`src/design/b64e_pkg.sv`:
```
package b64e_pkg;

    // ascii code of the padding character
    localparam logic [7:0] PadChar = 8'h3D;

    // characters one byte can produce
    localparam int MaxChars = 4;
    localparam int CharIdxW = $clog2(MaxChars);

    // entries in the queue between front and back
    localparam int QueueDepth = 2;
    localparam int QueuePtrW  = $clog2(QueueDepth);
    localparam int QueueCntW  = $clog2(QueueDepth + 1);

    // one decoded byte: its characters, index of the final one, end of message
    typedef struct packed {
        logic [MaxChars-1:0][7:0] chars;
        logic [CharIdxW-1:0]      last_idx;
        logic                     eom;
    } t_job;

    // six-bit symbol to base64 ascii character
    function automatic logic [7:0] sym(input logic [5:0] six);
        logic [7:0] code;
        code = 8'h2F;
        if (six < 6'd26) begin
            code = 8'h41 + 8'(six);
        end else if (six < 6'd52) begin
            code = 8'h61 + 8'(six - 6'd26);
        end else if (six < 6'd62) begin
            code = 8'h30 + 8'(six - 6'd52);
        end else if (six == 6'd62) begin
            code = 8'h2B;
        end
        return code;
    endfunction

endpackage

```
`src/design/b64e_if.sv`:
```
// raw byte channel
interface b64e_byte_if;
    logic       valid;
    logic       ready;
    logic [7:0] data_byte;
    logic       end_of_message;

    modport source (output valid, output data_byte, output end_of_message, input ready);
    modport sink   (input valid, input data_byte, input end_of_message, output ready);
endinterface

// encoded character channel
interface b64e_char_if;
    logic       valid;
    logic       ready;
    logic [7:0] out_char;
    logic       last_char;

    modport source (output valid, output out_char, output last_char, input ready);
    modport sink   (input valid, input out_char, input last_char, output ready);
endinterface

```
`src/design/b64e_front.sv`:
```
module b64e_front (
    input  logic            i_clk,
    input  logic            i_rst_n,
    b64e_byte_if.sink       i_byte,
    input  logic            i_full,
    output logic            o_push,
    output b64e_pkg::t_job  o_job
);

    typedef enum logic [1:0] {
        PH_0 = 2'd0,
        PH_1 = 2'd1,
        PH_2 = 2'd2
    } t_phase;

    t_phase     r_phase, n_phase;
    logic [3:0] r_left, n_left;
    logic [7:0] b;
    logic       eom;

    assign b      = i_byte.data_byte;
    assign eom    = i_byte.end_of_message;
    assign i_byte.ready = !i_full;
    assign o_push = i_byte.valid && !i_full;

    // split the byte into characters for the current group position
    always_comb begin
        o_job.chars    = '0;
        o_job.last_idx = '0;
        o_job.eom      = eom;
        n_phase        = PH_0;
        n_left         = '0;
        unique case (r_phase)
            PH_2: begin
                o_job.chars[0] = b64e_pkg::sym({r_left, b[7:6]});
                o_job.chars[1] = b64e_pkg::sym(b[5:0]);
                o_job.last_idx = b64e_pkg::CharIdxW'(1);
            end
            PH_1: begin
                o_job.chars[0] = b64e_pkg::sym({r_left[1:0], b[7:4]});
                if (eom) begin
                    o_job.chars[1] = b64e_pkg::sym({b[3:0], 2'b00});
                    o_job.chars[2] = b64e_pkg::PadChar;
                    o_job.last_idx = b64e_pkg::CharIdxW'(2);
                end else begin
                    n_phase = PH_2;
                    n_left  = b[3:0];
                end
            end
            default: begin
                // phase zero, and the unused code treated the same way
                o_job.chars[0] = b64e_pkg::sym(b[7:2]);
                if (eom) begin
                    o_job.chars[1] = b64e_pkg::sym({b[1:0], 4'b0000});
                    o_job.chars[2] = b64e_pkg::PadChar;
                    o_job.chars[3] = b64e_pkg::PadChar;
                    o_job.last_idx = b64e_pkg::CharIdxW'(3);
                end else begin
                    n_phase = PH_1;
                    n_left  = {2'b00, b[1:0]};
                end
            end
        endcase
    end

    // group position and pending bits advance on each transaction
    always_ff @(posedge i_clk) begin
        if (!i_rst_n) begin
            r_phase <= PH_0;
            r_left  <= '0;
        end else if (o_push) begin
            r_phase <= n_phase;
            r_left  <= n_left;
        end
    end

endmodule

```
`src/design/b64e_queue.sv`:
```
module b64e_queue (
    input  logic            i_clk,
    input  logic            i_rst_n,
    input  logic            i_push,
    input  b64e_pkg::t_job  i_job,
    input  logic            i_pop,
    output logic            o_full,
    output logic            o_empty,
    output b64e_pkg::t_job  o_job
);

    b64e_pkg::t_job                  r_mem [b64e_pkg::QueueDepth];
    logic [b64e_pkg::QueuePtrW-1:0]  r_wr_ptr, r_rd_ptr;
    logic [b64e_pkg::QueueCntW-1:0]  r_count;

    assign o_full  = r_count == b64e_pkg::QueueCntW'(b64e_pkg::QueueDepth);
    assign o_empty = r_count == '0;
    assign o_job   = r_mem[r_rd_ptr];

    // payload storage
    always_ff @(posedge i_clk) begin
        if (i_push) begin
            r_mem[r_wr_ptr] <= i_job;
        end
    end

    // pointers and fill count
    always_ff @(posedge i_clk) begin
        if (!i_rst_n) begin
            r_wr_ptr <= '0;
            r_rd_ptr <= '0;
            r_count  <= '0;
        end else begin
            if (i_push) begin
                r_wr_ptr <= (r_wr_ptr == b64e_pkg::QueuePtrW'(b64e_pkg::QueueDepth - 1))
                            ? '0 : r_wr_ptr + 1'b1;
            end
            if (i_pop) begin
                r_rd_ptr <= (r_rd_ptr == b64e_pkg::QueuePtrW'(b64e_pkg::QueueDepth - 1))
                            ? '0 : r_rd_ptr + 1'b1;
            end
            if (i_push && !i_pop) begin
                r_count <= r_count + 1'b1;
            end else if (i_pop && !i_push) begin
                r_count <= r_count - 1'b1;
            end
        end
    end

endmodule

```
`src/design/b64e_back.sv`:
```
module b64e_back (
    input  logic            i_clk,
    input  logic            i_rst_n,
    input  logic            i_empty,
    input  b64e_pkg::t_job  i_job,
    output logic            o_pop,
    b64e_char_if.source     o_char
);

    logic                          r_valid;
    logic [7:0]                    r_char;
    logic                          r_last;
    logic [b64e_pkg::CharIdxW-1:0] r_idx, n_idx;
    logic                          load;
    logic                          final_char;

    assign load       = !i_empty && (!r_valid || o_char.ready);
    assign final_char = r_idx == i_job.last_idx;
    assign o_pop      = load && final_char;
    assign n_idx      = final_char ? '0 : r_idx + 1'b1;

    assign o_char.valid     = r_valid;
    assign o_char.out_char  = r_char;
    assign o_char.last_char = r_last;

    // output register, one character per cycle from the head entry unless empty or stalled
    always_ff @(posedge i_clk) begin
        if (!i_rst_n) begin
            r_valid <= 1'b0;
            r_idx   <= '0;
        end else begin
            if (load) begin
                r_valid <= 1'b1;
                r_idx   <= n_idx;
            end else if (o_char.ready) begin
                r_valid <= 1'b0;
            end
        end
    end

    // character payload
    always_ff @(posedge i_clk) begin
        if (load) begin
            r_char <= i_job.chars[r_idx];
            r_last <= final_char && i_job.eom;
        end
    end

endmodule

```
`src/design/base64_stream_encoder.sv`:
```
// streaming base64 encoder, standard alphabet with '=' padding
// i_byte: one raw byte per transaction; end_of_message marks the final byte
// of a message. o_char: one ascii character per transaction; last_char is
// set on the final character of the encoded message.
// each byte yields one character at group positions one and two, two at
// position three, and on the final byte the remaining bits plus padding:
// up to four characters in all.
// the first character of a byte passes through the queue and then the output
// register: the byte transaction writes the queue, and a load from the queue
// into the output register makes the character valid.
// the output register sends one character per cycle while the receiver is ready;
// a byte yields one to four characters, four characters per three bytes on a
// long message; a byte is taken every cycle while the two-entry queue has
// room.
// when the receiver stalls, the output character holds, the queue fills and
// i_byte.ready drops; nothing is lost.
// reset (synchronous, active low) empties the queue and the output register
// and returns the group position to the start of a message.
module base64_stream_encoder (
    input  logic        i_clk,
    input  logic        i_rst_n,
    b64e_byte_if.sink   i_byte,
    b64e_char_if.source o_char
);

    b64e_pkg::t_job push_job, head_job;
    logic           push, pop, full, empty;

    // byte classification
    b64e_front u_front (
        .i_clk   (i_clk),
        .i_rst_n (i_rst_n),
        .i_byte  (i_byte),
        .i_full  (full),
        .o_push  (push),
        .o_job   (push_job)
    );

    // decoupling queue
    b64e_queue u_queue (
        .i_clk   (i_clk),
        .i_rst_n (i_rst_n),
        .i_push  (push),
        .i_job   (push_job),
        .i_pop   (pop),
        .o_full  (full),
        .o_empty (empty),
        .o_job   (head_job)
    );

    // character output
    b64e_back u_back (
        .i_clk   (i_clk),
        .i_rst_n (i_rst_n),
        .i_empty (empty),
        .i_job   (head_job),
        .o_pop   (pop),
        .o_char  (o_char)
    );

endmodule

```
`src/flat_wrapper.sv`:
```
// flat-port wrapper written by rule: the top's interface ports become plain ports
module base64_stream_encoder_flat 
  (i_clk, i_rst_n, i_byte_valid, i_byte_data_byte, i_byte_end_of_message, i_byte_ready, o_char_valid, o_char_out_char, o_char_last_char, o_char_ready);
  b64e_byte_if i_byte_i ();
  b64e_char_if o_char_i ();
  input  logic i_clk;
  input  logic i_rst_n;
  input wire logic [$bits(i_byte_i.valid)-1:0] i_byte_valid;
  input wire logic [$bits(i_byte_i.data_byte)-1:0] i_byte_data_byte;
  input wire logic [$bits(i_byte_i.end_of_message)-1:0] i_byte_end_of_message;
  output wire logic [$bits(i_byte_i.ready)-1:0] i_byte_ready;
  output wire logic [$bits(o_char_i.valid)-1:0] o_char_valid;
  output wire logic [$bits(o_char_i.out_char)-1:0] o_char_out_char;
  output wire logic [$bits(o_char_i.last_char)-1:0] o_char_last_char;
  input wire logic [$bits(o_char_i.ready)-1:0] o_char_ready;
  assign i_byte_i.valid = i_byte_valid;
  assign i_byte_i.data_byte = i_byte_data_byte;
  assign i_byte_i.end_of_message = i_byte_end_of_message;
  assign i_byte_ready = i_byte_i.ready;
  assign o_char_valid = o_char_i.valid;
  assign o_char_out_char = o_char_i.out_char;
  assign o_char_last_char = o_char_i.last_char;
  assign o_char_i.ready = o_char_ready;
  base64_stream_encoder u_core (.i_clk(i_clk), .i_rst_n(i_rst_n), .i_byte(i_byte_i), .o_char(o_char_i));
endmodule
```
`config.mk`:
```
export PLATFORM = sky130hd
export DESIGN_NAME = base64_stream_encoder_flat
export DESIGN_NICKNAME = d
export VERILOG_FILES = /design/src/design/b64e_pkg.sv /design/src/design/b64e_if.sv /design/src/design/b64e_front.sv /design/src/design/b64e_queue.sv /design/src/design/b64e_back.sv /design/src/design/base64_stream_encoder.sv /design/src/flat_wrapper.sv
export SDC_FILE = /design/constraint.sdc
export NUM_CORES = 1
export LEC_CHECK = 0
export ABC_CLOCK_PERIOD_IN_PS = 4200
export BUFFER_PORTS_ARGS = -buffer_cell sky130_fd_sc_hd__buf_2
export CORE_MARGIN = 3
export CORE_UTILIZATION = 45
export DETAILED_ROUTE_END_ITERATION = 10
export PLACE_DENSITY_LB_ADDON = 0.08
export SYNTH_ARGS = -nofsm -noshare
export SYNTH_HDL_FRONTEND = slang
export SYNTH_HIERARCHICAL = 1
export SYNTH_SLANG_ARGS = --single-unit
```
`constraint.sdc`:
```
create_clock -name i_clk -period 4.2 [get_ports i_clk]
set_input_delay 0.42 -clock i_clk [delete_from_list [all_inputs] [get_ports i_clk]]
set_output_delay 0.42 -clock i_clk [all_outputs]
set_load 0.05 [all_outputs]
```
Word-level counts from Yosys, hierarchy flattened
Memory sizes are Yosys's and may differ from the RTL's. A register that Yosys moved wholly into a read port is not among the register bits.
Index checks and enable logic that the tools add are counted.
{ "totals": {"reg_bits": 22, "ramBits": 70, "input_bits": 13, "memories": 1} }
{ "op_classes": {"addsub": 35, "n_lt_le_gt_ge": 19, "eq_ne": 8, "mux": 48, "n_reduce_logical": 16} }
{ "memory_table": {"columns": ["name", "depth", "word_bits", "read_ports", "rd_ports_with_merged_regs", "write_ports", "line_no", "source"], "rows": [
  ["u_core.u_queue.r_mem", 2, 35, 1, 1, 1, "b64e_queue.sv:12", "b64e_pkg::t_job r_mem [b64e_pkg::QueueDepth];"]
]} }
{ "op_table": {"columns": ["op", "n"], "rows": [
  ["$mux 8", 20],
  ["$lt 6x6->1 const B", 12],
  ["$add 7x6->8 const A", 6],
  ["$add 7x7->8 const A", 6],
  ["$add 7x8->8 const A", 6],
  ["$sub 6x5->7 const B", 6],
  ["$sub 6x6->7 const B", 6],
  ["$lt 6x5->1 const B", 6],
  ["$pmux 18 s2", 1],
  ["$eq 6x6->1 const B", 4],
  ["$mux 22", 1],
  ["$bmux 8 s2", 1],
  ["$pmux 8 s2", 1],
  ["$mux 14", 1],
  ["$mux 2", 7],
  ["$mux 3", 4],
  ["$mux 1", 9],
  ["$pmux 4 s2", 1],
  ["$logic_and 1x1->1", 6],
  ["$logic_not 1->1", 5],
  ["$add 2x1->2 const B", 2],
  ["$eq 2x2->1 const B", 2],
  ["$mux 4", 1],
  ["$pmux 2 s2", 1],
  ["9 further kinds", 11]
]} }

Depth between registers and ports, before layout
Gate-level depths: netlist of run 1.
{ "logic_depth": {"depth_word": 7, "ltp_mapped": 12, "depth_no_buf": 11} }

Cells and area by module
Netlist of run 1, hierarchy kept.
{ "by_module_without_submodules": {"columns": ["mod", "n_inst", "cells_per_inst", "area_each_um2"], "rows": [
  ["b64e_front", 1, 439, 3143.0],
  ["b64e_queue", 1, 131, 2742.6],
  ["b64e_back", 1, 41, 674.4]
]} }

Least setup slack after synthesis of run 1
Ideal clock, no wire load.
{ "synth_timing": {"path_kind": "reg2reg", "start": "register u_core/u_queue/r_count[0] (netlist bit)", "end": "memory u_core/u_queue/r_mem[0][0] (netlist bit), enable pin", "setup_ps": 433, "arrival_ps": 3018, "required_ps": 3767, "path_slack_ps": 749, "path_stages_with_launch": 6, "synth_period_minus_slack_ps": 3451, "cell_sequence": "dfxtp_1 and2b_2 inv_1 nand2_1 inv_1 nor2b_1"} }
{ "synth_between": {"elab_chain_cells": 5} }
{ "synth_lines": {"columns": ["element", "line_no", "source"], "rows": [
  ["start, declared", "b64e_queue.sv:14", "logic [b64e_pkg::QueueCntW-1:0] r_count;"],
  ["start signal, assigned", "b64e_queue.sv:43", "r_count <= r_count + 1'b1;"],
  ["start signal, assigned", "b64e_queue.sv:45", "r_count <= r_count - 1'b1;"],
  ["$eq 2x2->1", "b64e_queue.sv:16", "assign o_full = r_count == b64e_pkg::QueueCntW'(b64e_pkg::QueueDepth);"],
  ["named net u_core.full", "base64_stream_encoder.sv:27", "logic push, pop, full, empty;"],
  ["$logic_not 1->1", null, null],
  ["named net i_byte_ready", "flat_wrapper.sv:11", "output wire logic [$bits(i_byte_i.ready)-1:0] i_byte_ready;"],
  ["$logic_and 1x1->1", "b64e_front.sv:24", "assign o_push = i_byte.valid && !i_full;"],
  ["named net u_core.push", "base64_stream_encoder.sv:27", null],
  ["$mux 1", "b64e_queue.sv:22", "if (i_push) begin"],
  ["$mux 1 (not written as such)", "b64e_queue.sv:23", "r_mem[r_wr_ptr] <= i_job;"],
  ["end, declared", "b64e_queue.sv:12", null]
]} }
The timed path passes the listed nets, and every way through them passes these cells.

==> results of run 1 <==
==> worst max-delay path: cells and delay by family (launching register included) <==
family	cells	cell delay, ns
DFF	1	0.51
AOI/OAI and AO/OA	3	0.60
adders and majority gates	1	0.21
and+or+nand+nor	1	0.63
buffers and inverters	1	0.24
muxes	1	0.17
==> flip-flops by register name, summed over array words and instances (netlist names), named ones only <==
| signal | cells |
|---|---|
| u_core/u_queue/r_mem | 70 |
| u_core/u_back/o_char.out_char | 8 |
| u_core/u_front/r_left | 4 |
| u_core/u_back/r_idx | 2 |
| u_core/u_front/r_phase | 2 |
| u_core/u_queue/r_count | 2 |
| u_core/u_back/o_char.last_char | 1 |
| u_core/u_back/o_char.valid | 1 |
| u_core/u_queue/r_rd_ptr | 1 |
| u_core/u_queue/r_wr_ptr | 1 |
==> final cells by class <==
type | instances | area share, %
Clock inverter | 3 | 0.272
Clock buffer | 13 | 3.93
Sequential cell | 93 | 38.4
Inverter | 20 | 1.16
Tap cell | 180 | 3.26
Timing Repair Buffer | 27 | 2.10
Multi-Input combinational cell | 457 | 50.9
==> worst paths after layout <==
path / endpoint / slack [ns] / cells past startpoint / startpoint
setup reg to reg: u_core/u_queue/r_mem[0][3] / 1.51 / 7 / u_core/u_front/r_left[0]
setup / recovery: u_core/u_queue/r_mem[0][3] / 1.51 / 7 / u_core/u_front/r_left[0]
hold / removal: u_core/u_back/o_char.valid / 0.42 / 3 / o_char_ready
hold reg to reg: u_core/u_front/r_phase[1] / 0.50 / 2 / u_core/u_front/r_phase[1]
==> synthesized netlist by cell type (8+ instances only) <==
library cell	instances	area share (%)
xnor2_1	29	3.9
inv_1	16	0.92
nand2_1	44	2.5
nand3_1	21	1.6
o21ai_0	28	2.1
nor2_1	32	1.8
a21oi_1	39	3.0
mux2_2	35	6.0
ha_1	45	8.6
buf_4	21	2.4
and2_1	8	0.76
xor2_1	20	2.7
nor3_1	14	1.1
nor2b_1	9	0.86
dfxtp_1	14	4.3
buf_2	13	0.99
edfxtp_1	79	36
nand2b_1	9	0.86
==> cells by family after synthesis <==
family	Yosys count	share of synthesized area [%]
flip-flops	93	40.4
AND/OR/NAND/NOR	168	13.4
buffers and inverters	66	6.39
adder cells (fa/ha/maj)	45	8.58
XOR/XNOR	53	7.53
other	1	0.0572
multiplexers	49	9.73
AO/OA/AOI/OAI	136	13.9
==> power breakdown <==
| part | switching, W | internal [W] | total, W |
|---|---|---|---|
| clock network | 0.000310 | 0.000452 | 0.000762 |
| logic | 0.000702 | 0.000461 | 0.00116 |
| registers | 0.0000898 | 0.00125 | 0.00134 |
| total | 0.00110 | 0.00217 | 0.00327 |
==> stage by stage <==
step / hold WS, ns / area [um2] / setup slack [ns]
after floorplan: 0.458 / 6580 / 0.749
after CTS: 0.412 / 6910 / 1.58
after detailed placement: 0.495 / 6620 / 1.31
final: 0.424 / 6910 / 1.51
after global routing: 0.420 / 6910 / 1.38
after global placement: 0.467 / 6620 / 1.34
==> metal layers <==
| layer | part of all wire, % | vias to the layer above |
|---|---|---|
| met2 | 49 | 116 |
| met5 | 0 | - |
| met1 | 46 | 2188 |
| met3 | 4.0 | 20 |
| li1 | - | 2208 |
| met4 | 1.5 | 0 |
==> out/metrics.cfg, run 1 <==
[global_route]
grt.met1_usage_pct = 26.1
use_met2_pct = 31.6
grt_max_degree = 37
grtUsageTotal_pct = 18.9
grt_pass1_wl_mm = 24.2
antenna_found_initial = 0
met3_usage_pct = 2.40
overflow = 0
grt_busiest_layer = met2
grt_pass1_vias = 4409

[timing]
timing.fmax_mhz = 371
fin_crit_sh_pct = 64.1
grt_setup_unrepaired = false
maxSlewViolCount = 0
fin_crit_ns = 2.69
worst_slew_pin_slew_ns = 1.11
tns_ns = 0
hold_viol = 0
setup_viol = 0
slew_headroom_pct = 26.1
clock_skew_ns = 0.00975

[floorplanning]
die_w_um = 127
initial_core_util_pct = 46.5
ioPinCount = 24
dieArea_um2 = 16100
rows = 43
fp.dieH_um = 127
core-area_um2 = 14100

[cts]
ctsResizeCount = 0
post-cts-setup-buffers = 0
cts_buffers = 9
clock-sinks = 93
path_clk_slew_ns = 0.06
clockBufferDepth = 2
insertion_delay_ns = 0.33
clockRootBuffer = clkbuf_16
h-tree-depth = 3
postCtsHoldBufs = 0
cts_tree = done

[logic_synthesis]
synth.distinct_cells = 77
ys_ff_latch = 93
synth_edf_count = 79
ys.flop_type = edfxtp_1
synth_cells = 611
yosysWarnings = 6
async_flop_share_pct = 0
ys_seq_area_share_pct = 40.4
avgSynthCellArea_um2 = 10.7
synth_area_um2 = 6560

[critical_path]
cp-start-kind = flip-flop
cp_common_cell = a21oi_1
cp.required_ns = 4.21
cp_cell_sequence = buf_4 -> ha_1 -> a21oi_1 -> nor2_1 -> mux2i_1 -> a221oi_1 -> a21oi_1
cp-end-kind = flip-flop
slowest_stage = nor2_1
critPathMaxFanout = 12
critPathKind = reg2reg
cp_data_arrival_time_ns = 2.70
cp_slowest_stage_delay_ns = 0.63

[finish]
antenna-diode-count = 0
fill_cells = 1310
final-seq-area_um2 = 2650
area_growth_pct = 5.30
layout.nets = 666
drive_gt1_share_pct = 17.5
finish.utilization_pct = 49.0
final_common_cell = edfxtp_1
stdcell_count = 793
layout_common_cells = edfxtp_1, ha_1, nand2_1, a21oi_1, mux2_2
multi_input_area_um2 = 3510

[pwr]
power.total_w = 0.00327
vdd_drop_max_v = 0.000219
leakage_nw = 2.54
power_density_nw_per_um2 = 473

[outcome]
status = completed

[route]
wl_per_cell_um = 19.2
drc = 0
ant_nets = 0
vias = 4532
drtIter0Drc = 342
drtPass1Iterations = 5
vias_per_cell = 5.72
drt_wl_total_mm = 15.2

[placed_design]
gp_congestion = 0.879
hpwl_mm = 10.9
port_buffers = 23
dp.cells = 777

[job]
maxCapViolations = 0

[min_path]
min-delay-path-class = in2reg

No activity file was read; power rests on OpenSTA's default activity.
==> run 2, diff against run 1 <==
--- a/config.mk
+++ b/config.mk
@@ -5,7 +5,8 @@
 export SDC_FILE = /design/constraint.sdc
 export NUM_CORES = 1
 export LEC_CHECK = 0
-export ABC_CLOCK_PERIOD_IN_PS = 4200
+export ABC_AREA = 1
+export ABC_CLOCK_PERIOD_IN_PS = 2350
 export BUFFER_PORTS_ARGS = -buffer_cell sky130_fd_sc_hd__buf_2
 export CORE_MARGIN = 3
 export CORE_UTILIZATION = 45
==> constraint.sdc (replaced) <==
create_clock -name i_clk -period 2.35 [get_ports i_clk]
set_input_delay 0.235 -clock i_clk [delete_from_list [all_inputs] [get_ports i_clk]]
set_output_delay 0.235 -clock i_clk [all_outputs]
set_load 0.05 [all_outputs]
==> run 2 against run 1 <==
Compared with the run above:
- utilization increased by 1.5 points
- sequential share of layout area decreased by 2.6 points
- total power increased by 94%
- combinational power is 110% higher
- die area rose by 3.8%
- synthesized cell count grew 26%
- largest cell class unchanged
- setup slack lost 1.3 ns
- critical path depth increased by 7
- hold slack lost 0.23 ns
==> out/metrics.cfg, run 2 <==
[cts]
post-cts-setup-buffers = 0
insertion_delay_ns = 0.33
clockBufferDepth = 2
ctsResizeCount = 0
postCtsHoldBufs = 0
h-tree-depth = 3
cts_buffers = 9
path_clk_slew_ns = 0.06
clock-sinks = 93
cts_tree = done
clockRootBuffer = clkbuf_16

[placed_design]
dp.cells = 977
port_buffers = 23
gp_congestion = 0.953
hpwl_mm = 12.0

[logic_synthesis]
synth_edf_count = 79
synth_area_um2 = 6820
ys_seq_area_share_pct = 38.9
synth_cells = 771
synth.most_common_cell = nand2_1
ys.flop_type = edfxtp_1
synth.distinct_cells = 52
ys_top_cells_by_count = nand2_1, edfxtp_1, nor2_1, inv_1, nand3_1
ys_ff_latch = 93
yosysWarnings = 6
ys_top_cells_by_area = edfxtp_1, nand2_1, ha_1, mux2_4, dfxtp_1
synth_top_area_share_pct = 34.8
async_flop_share_pct = 0
avgSynthCellArea_um2 = 8.85
yosys.area.top_type = edfxtp_1

[floorplanning]
initial_core_util_pct = 46.4
dieArea_um2 = 16700
ioPinCount = 24
die_w_um = 129
rows = 44
fp.dieH_um = 129
core-area_um2 = 14700

[critical_path]
critPathKind = reg2reg
startpoint = u_core/u_front/r_left[0]
cp_data_arrival_time_ns = 2.26
r2r-start = u_core/u_front/r_left[0]
critPathMaxFanout = 6
rrSetupSlack_ns = 0.17
cp-start-kind = flip-flop
r2r_end = u_core/u_queue/r_mem[0][9]
ff2ff_path_depth = 14
cp.required_ns = 2.43
cp-end-kind = flip-flop

[pwr]
internal_power_w = 0.00408
sequentialPowerShare_pct = 37.9
swShare_pct = 35.7
p_sw_w = 0.00226
leakage_nw = 3.20
clkPwrFrac_pct = 23.1
power_density_nw_per_um2 = 855
p_comb_share_pct = 39.1
power.total_w = 0.00635
vdd_drop_max_v = 0.000606

[min_path]
min-delay-start = i_byte_end_of_message
min-delay-path-class = in2reg
min_to = u_core/u_queue/r_mem[0][0]
whs_path_depth = 1

[route]
drtPass1Iterations = 5
vias = 5278
drc = 0
vias_per_cell = 5.32
drt_wl_total_mm = 16.0
wl_per_cell_um = 16.1
drtIter0Drc = 402
ant_nets = 0

[outcome]
status = completed

[finish]
area_growth_pct = 8.80
regMostFlops = u_core/u_queue/r_mem
final_common_cell = nand2_1
layout.nets = 862
drive_gt1_share_pct = 20.0
layout_common_cells = nand2_1, edfxtp_1, nor2_1, inv_1, nand3_1
antenna-diode-count = 0
largest_register_ffs = 70
stdcell_count = 992

[global_route]
grt_max_degree = 36
grtUsageTotal_pct = 19.8
grt_pass1_vias = 5196
antenna_found_initial = 0
grt_pass1_wl_mm = 26.1
overflow = 0

[timing]
setup_viol = 0
maxSlewViolCount = 0
tns_ns = 0
fin_crit_sh_pct = 92.6
grt_setup_unrepaired = false
timing.fmax_mhz = 459
fin_crit_ns = 2.18
hold_viol = 0
clock_skew_ns = 0.00817

[job]
maxCapViolations = 0

[run 2: changes by cell type after synthesis, sizes merged, moves of 9 or more]
cell	change
nand2	+149
xnor2	-25
o21ai	+30
nand2b	-9
nand3	+31
nor3	-12
inv	+54
nor2b	-10
nor2	+33
[run 2: routing by layer]
layer	routed length, um	GRT usage [%]	vias to the layer above
met5	0	0	-
met4	287	6.55	0
met3	740	3.38	25
met2	7790	33.7	132
met1	7160	25.6	2473
li1	-	-	2648
[run 2: worst max path at each step]
stage | endpoint | slack, ns | cells after the start
after floorplan | u_core/u_queue/r_mem[1][0] | 0.04 | 7
after global placement | u_core/u_queue/r_mem[1][5] | 0.15 | 9
after detailed placement | u_core/u_queue/r_mem[1][9] | 0.1 | 9
after CTS | u_core/u_queue/r_mem[0][9] | 0.18 | 14
after global routing | u_core/u_queue/r_mem[0][9] | 0.0005 | 14
final | u_core/u_queue/r_mem[0][9] | 0.17 | 14
[run 2: critical path: stages (launching register included)]
cell	delay (ns)
dfxtp_1	0.39
buf_4	0.18
ha_1	0.21
inv_2	0.11
nand2_2	0.08
nand2_4	0.08
nand2_1	0.06
ha_1	0.18
xnor2_1	0.13
a21oi_1	0.14
nand3_1	0.11
nand2_1	0.09
nand2_1	0.06
nand2_1	0.05
nand2_1	0.06
[run 2: through the flow]
| step | hold slack, ns | setup slack (ns) | area, um2 | utilization, % |
|---|---|---|---|---|
| 6_report | 0.189 | 0.173 | 7420 | 50.5 |
| 5_1_grt | 0.187 | 0.000510 | 7420 | 50.5 |
| 4_1_cts | 0.186 | 0.184 | 7420 | 50.5 |
| 3_5_place_dp | 0.492 | 0.0984 | 7120 | 48.4 |
| 3_3_place_gp | 0.472 | 0.149 | 7120 | 48.4 |
| 2_1_floorplan | 0.356 | 0.0431 | 6850 | - |
[run 2: power by group through the flow]
stage,clock [W],combinational [W],sequential [W]
after floorplan,0,0.00174,0.00272
after global placement,0,0.00247,0.00243
after detailed placement,0,0.00249,0.00244
after CTS,0.00150,0.00250,0.00241
after global routing,0.00157,0.00273,0.00244
final,0.00147,0.00248,0.00240
[run 2: cell type report]
| cell class | instances | area, um2 |
|---|---|---|
| clock buffers | 9 | 225 |
| clock inverters | 6 | 78.8 |
| fillers | 1426 | 7280 |
| inverters | 77 | 294 |
| multi-input cells | 569 | 3560 |
| flip-flops and latches | 93 | 2650 |
| well taps | 184 | 230 |
| repair buffers | 54 | 385 |
[run 2: kinds of logic (layout without fill, tap and decap cells)]
| group | Yosys count | count (layout) | synth area share [%] |
|---|---|---|---|
| mux | 35 | 35 | 7.43 |
| xor+xnor | 24 | 24 | 3.19 |
| compound gates | 134 | 134 | 12.1 |
| flops | 93 | 93 | 38.9 |
| other cells | 1 | 6 | 0.0550 |
| buf+inv | 114 | 146 | 9.39 |
| fa+ha+maj | 45 | 45 | 8.25 |
| simple gates | 325 | 325 | 20.7 |
==> run 3, diff against run 2 <==
--- a/config.mk
+++ b/config.mk
@@ -6,8 +6,10 @@
 export NUM_CORES = 1
 export LEC_CHECK = 0
 export ABC_AREA = 1
-export ABC_CLOCK_PERIOD_IN_PS = 2350
+export ABC_CLOCK_PERIOD_IN_PS = 1750
 export BUFFER_PORTS_ARGS = -buffer_cell sky130_fd_sc_hd__buf_2
+export CELL_PAD_IN_SITES_DETAIL_PLACEMENT = 1
+export CELL_PAD_IN_SITES_GLOBAL_PLACEMENT = 1
 export CORE_MARGIN = 3
 export CORE_UTILIZATION = 45
 export DETAILED_ROUTE_END_ITERATION = 10
==> constraint.sdc (replaced) <==
create_clock -name i_clk -period 1.75 [get_ports i_clk]
set_input_delay 0.175 -clock i_clk [delete_from_list [all_inputs] [get_ports i_clk]]
set_output_delay 0.175 -clock i_clk [all_outputs]
set_load 0.05 [all_outputs]
==> run 3 against run 2 <==
Compared with the run above:
- the flow now finishes with violations (negative setup slack)
- sequential share of layout area fell by 5.0 points
- clock-buffer cell count rose by 2
- via count rose by 9.8%
- critical path type unchanged
- hold slack got worse by 0.065 ns
- utilization rose by 8.5 points
- critical endpoint is now u_core/u_queue/r_mem[1][9]
- highest routed layer unchanged
- first-iteration DRC count fell by 24%
==> out/metrics.cfg, run 3 (synthesized netlist as in run 2, its figures left out) <==
[route]
drc = 0
drtPass1Iterations = 4
vias_per_cell = 5.23
vias = 5795
drtIter0Drc = 306
ant_nets = 0
wl_per_cell_um = 18.0
drt_wl_total_mm = 19.9

[finish]
fill_cells = 1701
antenna-diode-count = 0
multi_input_area_um2 = 3870
largest_register_ffs = 70
final_common_cell = nand2_1
finish.utilization_pct = 59.0
final-seq-area_um2 = 2670
layout_common_cells = nand2_1, buf_4, edfxtp_1, nor2_1, nand3_1
area_growth_pct = 27.0
layout.nets = 976
regMostFlops = u_core/u_queue/r_mem
drive_gt1_share_pct = 37.4
fin_area_um2 = 8670

[global_route]
overflow = 0
grt_pass1_vias = 6112
grtUsageTotal_pct = 24.3
grt_pass1_wl_mm = 31.9
antenna_found_initial = 0
grt_max_degree = 36

[cts]
clockBufferDepth = 2
postCtsHoldBufs = 0
clockRootBuffer = clkbuf_16
path_clk_slew_ns = 0.07
h-tree-depth = 3
clock-sinks = 93
cts_tree = done
cts_buffers = 9
insertion_delay_ns = 0.34

[critical_path]
cp.required_ns = 1.84
cp-end-kind = flip-flop
cp_data_arrival_time_ns = 1.97
rrSetupSlack_ns = -0.14
cp-start-kind = flip-flop
critPathMaxFanout = 7
critPathKind = reg2reg

[timing]
hold_viol = 0
timing.fmax_mhz = 530
layout_setup_ws_ns = -0.136
fin_crit_sh_pct = 108
setup_viol = 17
clock_skew_ns = 0.0111
grt_setup_unrepaired = true
holdWs_ns = 0.125
fin_crit_ns = 1.89
maxSlewViolCount = 0

[pwr]
leakage_nw = 3.81
vdd_drop_max_v = 0.000558
power_density_nw_per_um2 = 1060

[floorplanning]
rows = 44
ioPinCount = 24
die_w_um = 129
initial_core_util_pct = 46.4
dieArea_um2 = 16700
core-area_um2 = 14700
fp.dieH_um = 129

[job]
maxCapViolations = 0

[placed_design]
preCtsSetupSlack_ns = -0.247
gp_congestion = 0.910
dpl_cell_area_um2 = 8010
port_buffers = 23
hpwl_mm = 15.7

[min_path]
min-delay-path-class = in2reg

[outcome]
violations = negative setup slack
status = finished, violations left

## run 3: changes by cell type in the layout (fill, tap and decap cells not counted), moves of 5 or more
cell / previous run / this run
nand3_2: 3 / 9
nand2_4: 2 / 7
buf_4: 28 / 135
o21ai_0: 37 / 31
inv_2: 17 / 24
nand2_1: 175 / 160
nand3_1: 49 / 43
nand2_2: 16 / 26
ha_4: 0 / 9
ha_1: 45 / 35
inv_1: 55 / 41
## run 3: path summary, 6_finish.rpt
check                       startpoint                    endpoint  depth (start not counted)
max           u_core/u_front/r_left[0]  u_core/u_queue/r_mem[1][9]                         13
min              i_byte_end_of_message  u_core/u_queue/r_mem[1][0]                          1
max reg2reg   u_core/u_front/r_left[0]  u_core/u_queue/r_mem[1][9]                         13
min reg2reg  u_core/u_front/r_phase[1]   u_core/u_front/r_phase[1]                          2
## run 3: routing by layer
metal,up-vias,GRT usage [%],wire length [um]
met5,-,0,0
met3,20,1.85,359
met2,59,44.2,10300
met1,2834,31.4,8950
li1,2882,-,-
met4,0,6.18,257
## run 3: where the power goes
group	leakage [nW]	switching (W)	internal (W)
registers	0.864	0.000204	0.00306
logic	2.80	0.00239	0.00158
clock network	0.140	0.000818	0.00111
total	3.81	0.00342	0.00575
## run 3: critical path, stage by stage, from the launching register on
cell and delay, ns:
dfxtp_4 0.40, ha_4 0.19, inv_6 0.08, nand2_4 0.06, nand2_4 0.08, nand2_4 0.05, ha_4 0.15, xnor2_1 0.12
a21oi_1 0.16, nand3_1 0.09, nand2_1 0.07, nand2_1 0.06, nand2_1 0.06, nand2_1 0.06
## run 3: final cells by class
cell class                      count  share of cell area [%]
Multi-Input combinational cell    569                    44.6
Inverter                           77                    3.72
Sequential cell                    93                    30.8
Tap cell                          184                    2.66
Timing Repair Buffer              168                    14.9
Clock buffer                       11                    2.69
Clock inverter                      5                   0.693
## run 3: per-stage QoR
| step | std cells | setup TNS [ns] | total power, W |
|---|---|---|---|
| 2_1_floorplan | 776 | -0.366 | 0.00609 |
| 3_3_place_gp | 1082 | -3.48 | 0.00693 |
| 3_5_place_dp | 1082 | -5.57 | 0.00711 |
| 4_1_cts | 1103 | -1.43 | 0.00913 |
| 5_1_grt | 1107 | -3.01 | 0.00968 |
| 6_report | 1107 | -1.24 | 0.00917 |
## run 3: timing repair
item | in CTS | in global routing
setup endpoints to repair | 21 | 24
pin swaps | 4 | 18
buffers inserted | 5 | 4
resized for setup | 27 | 53
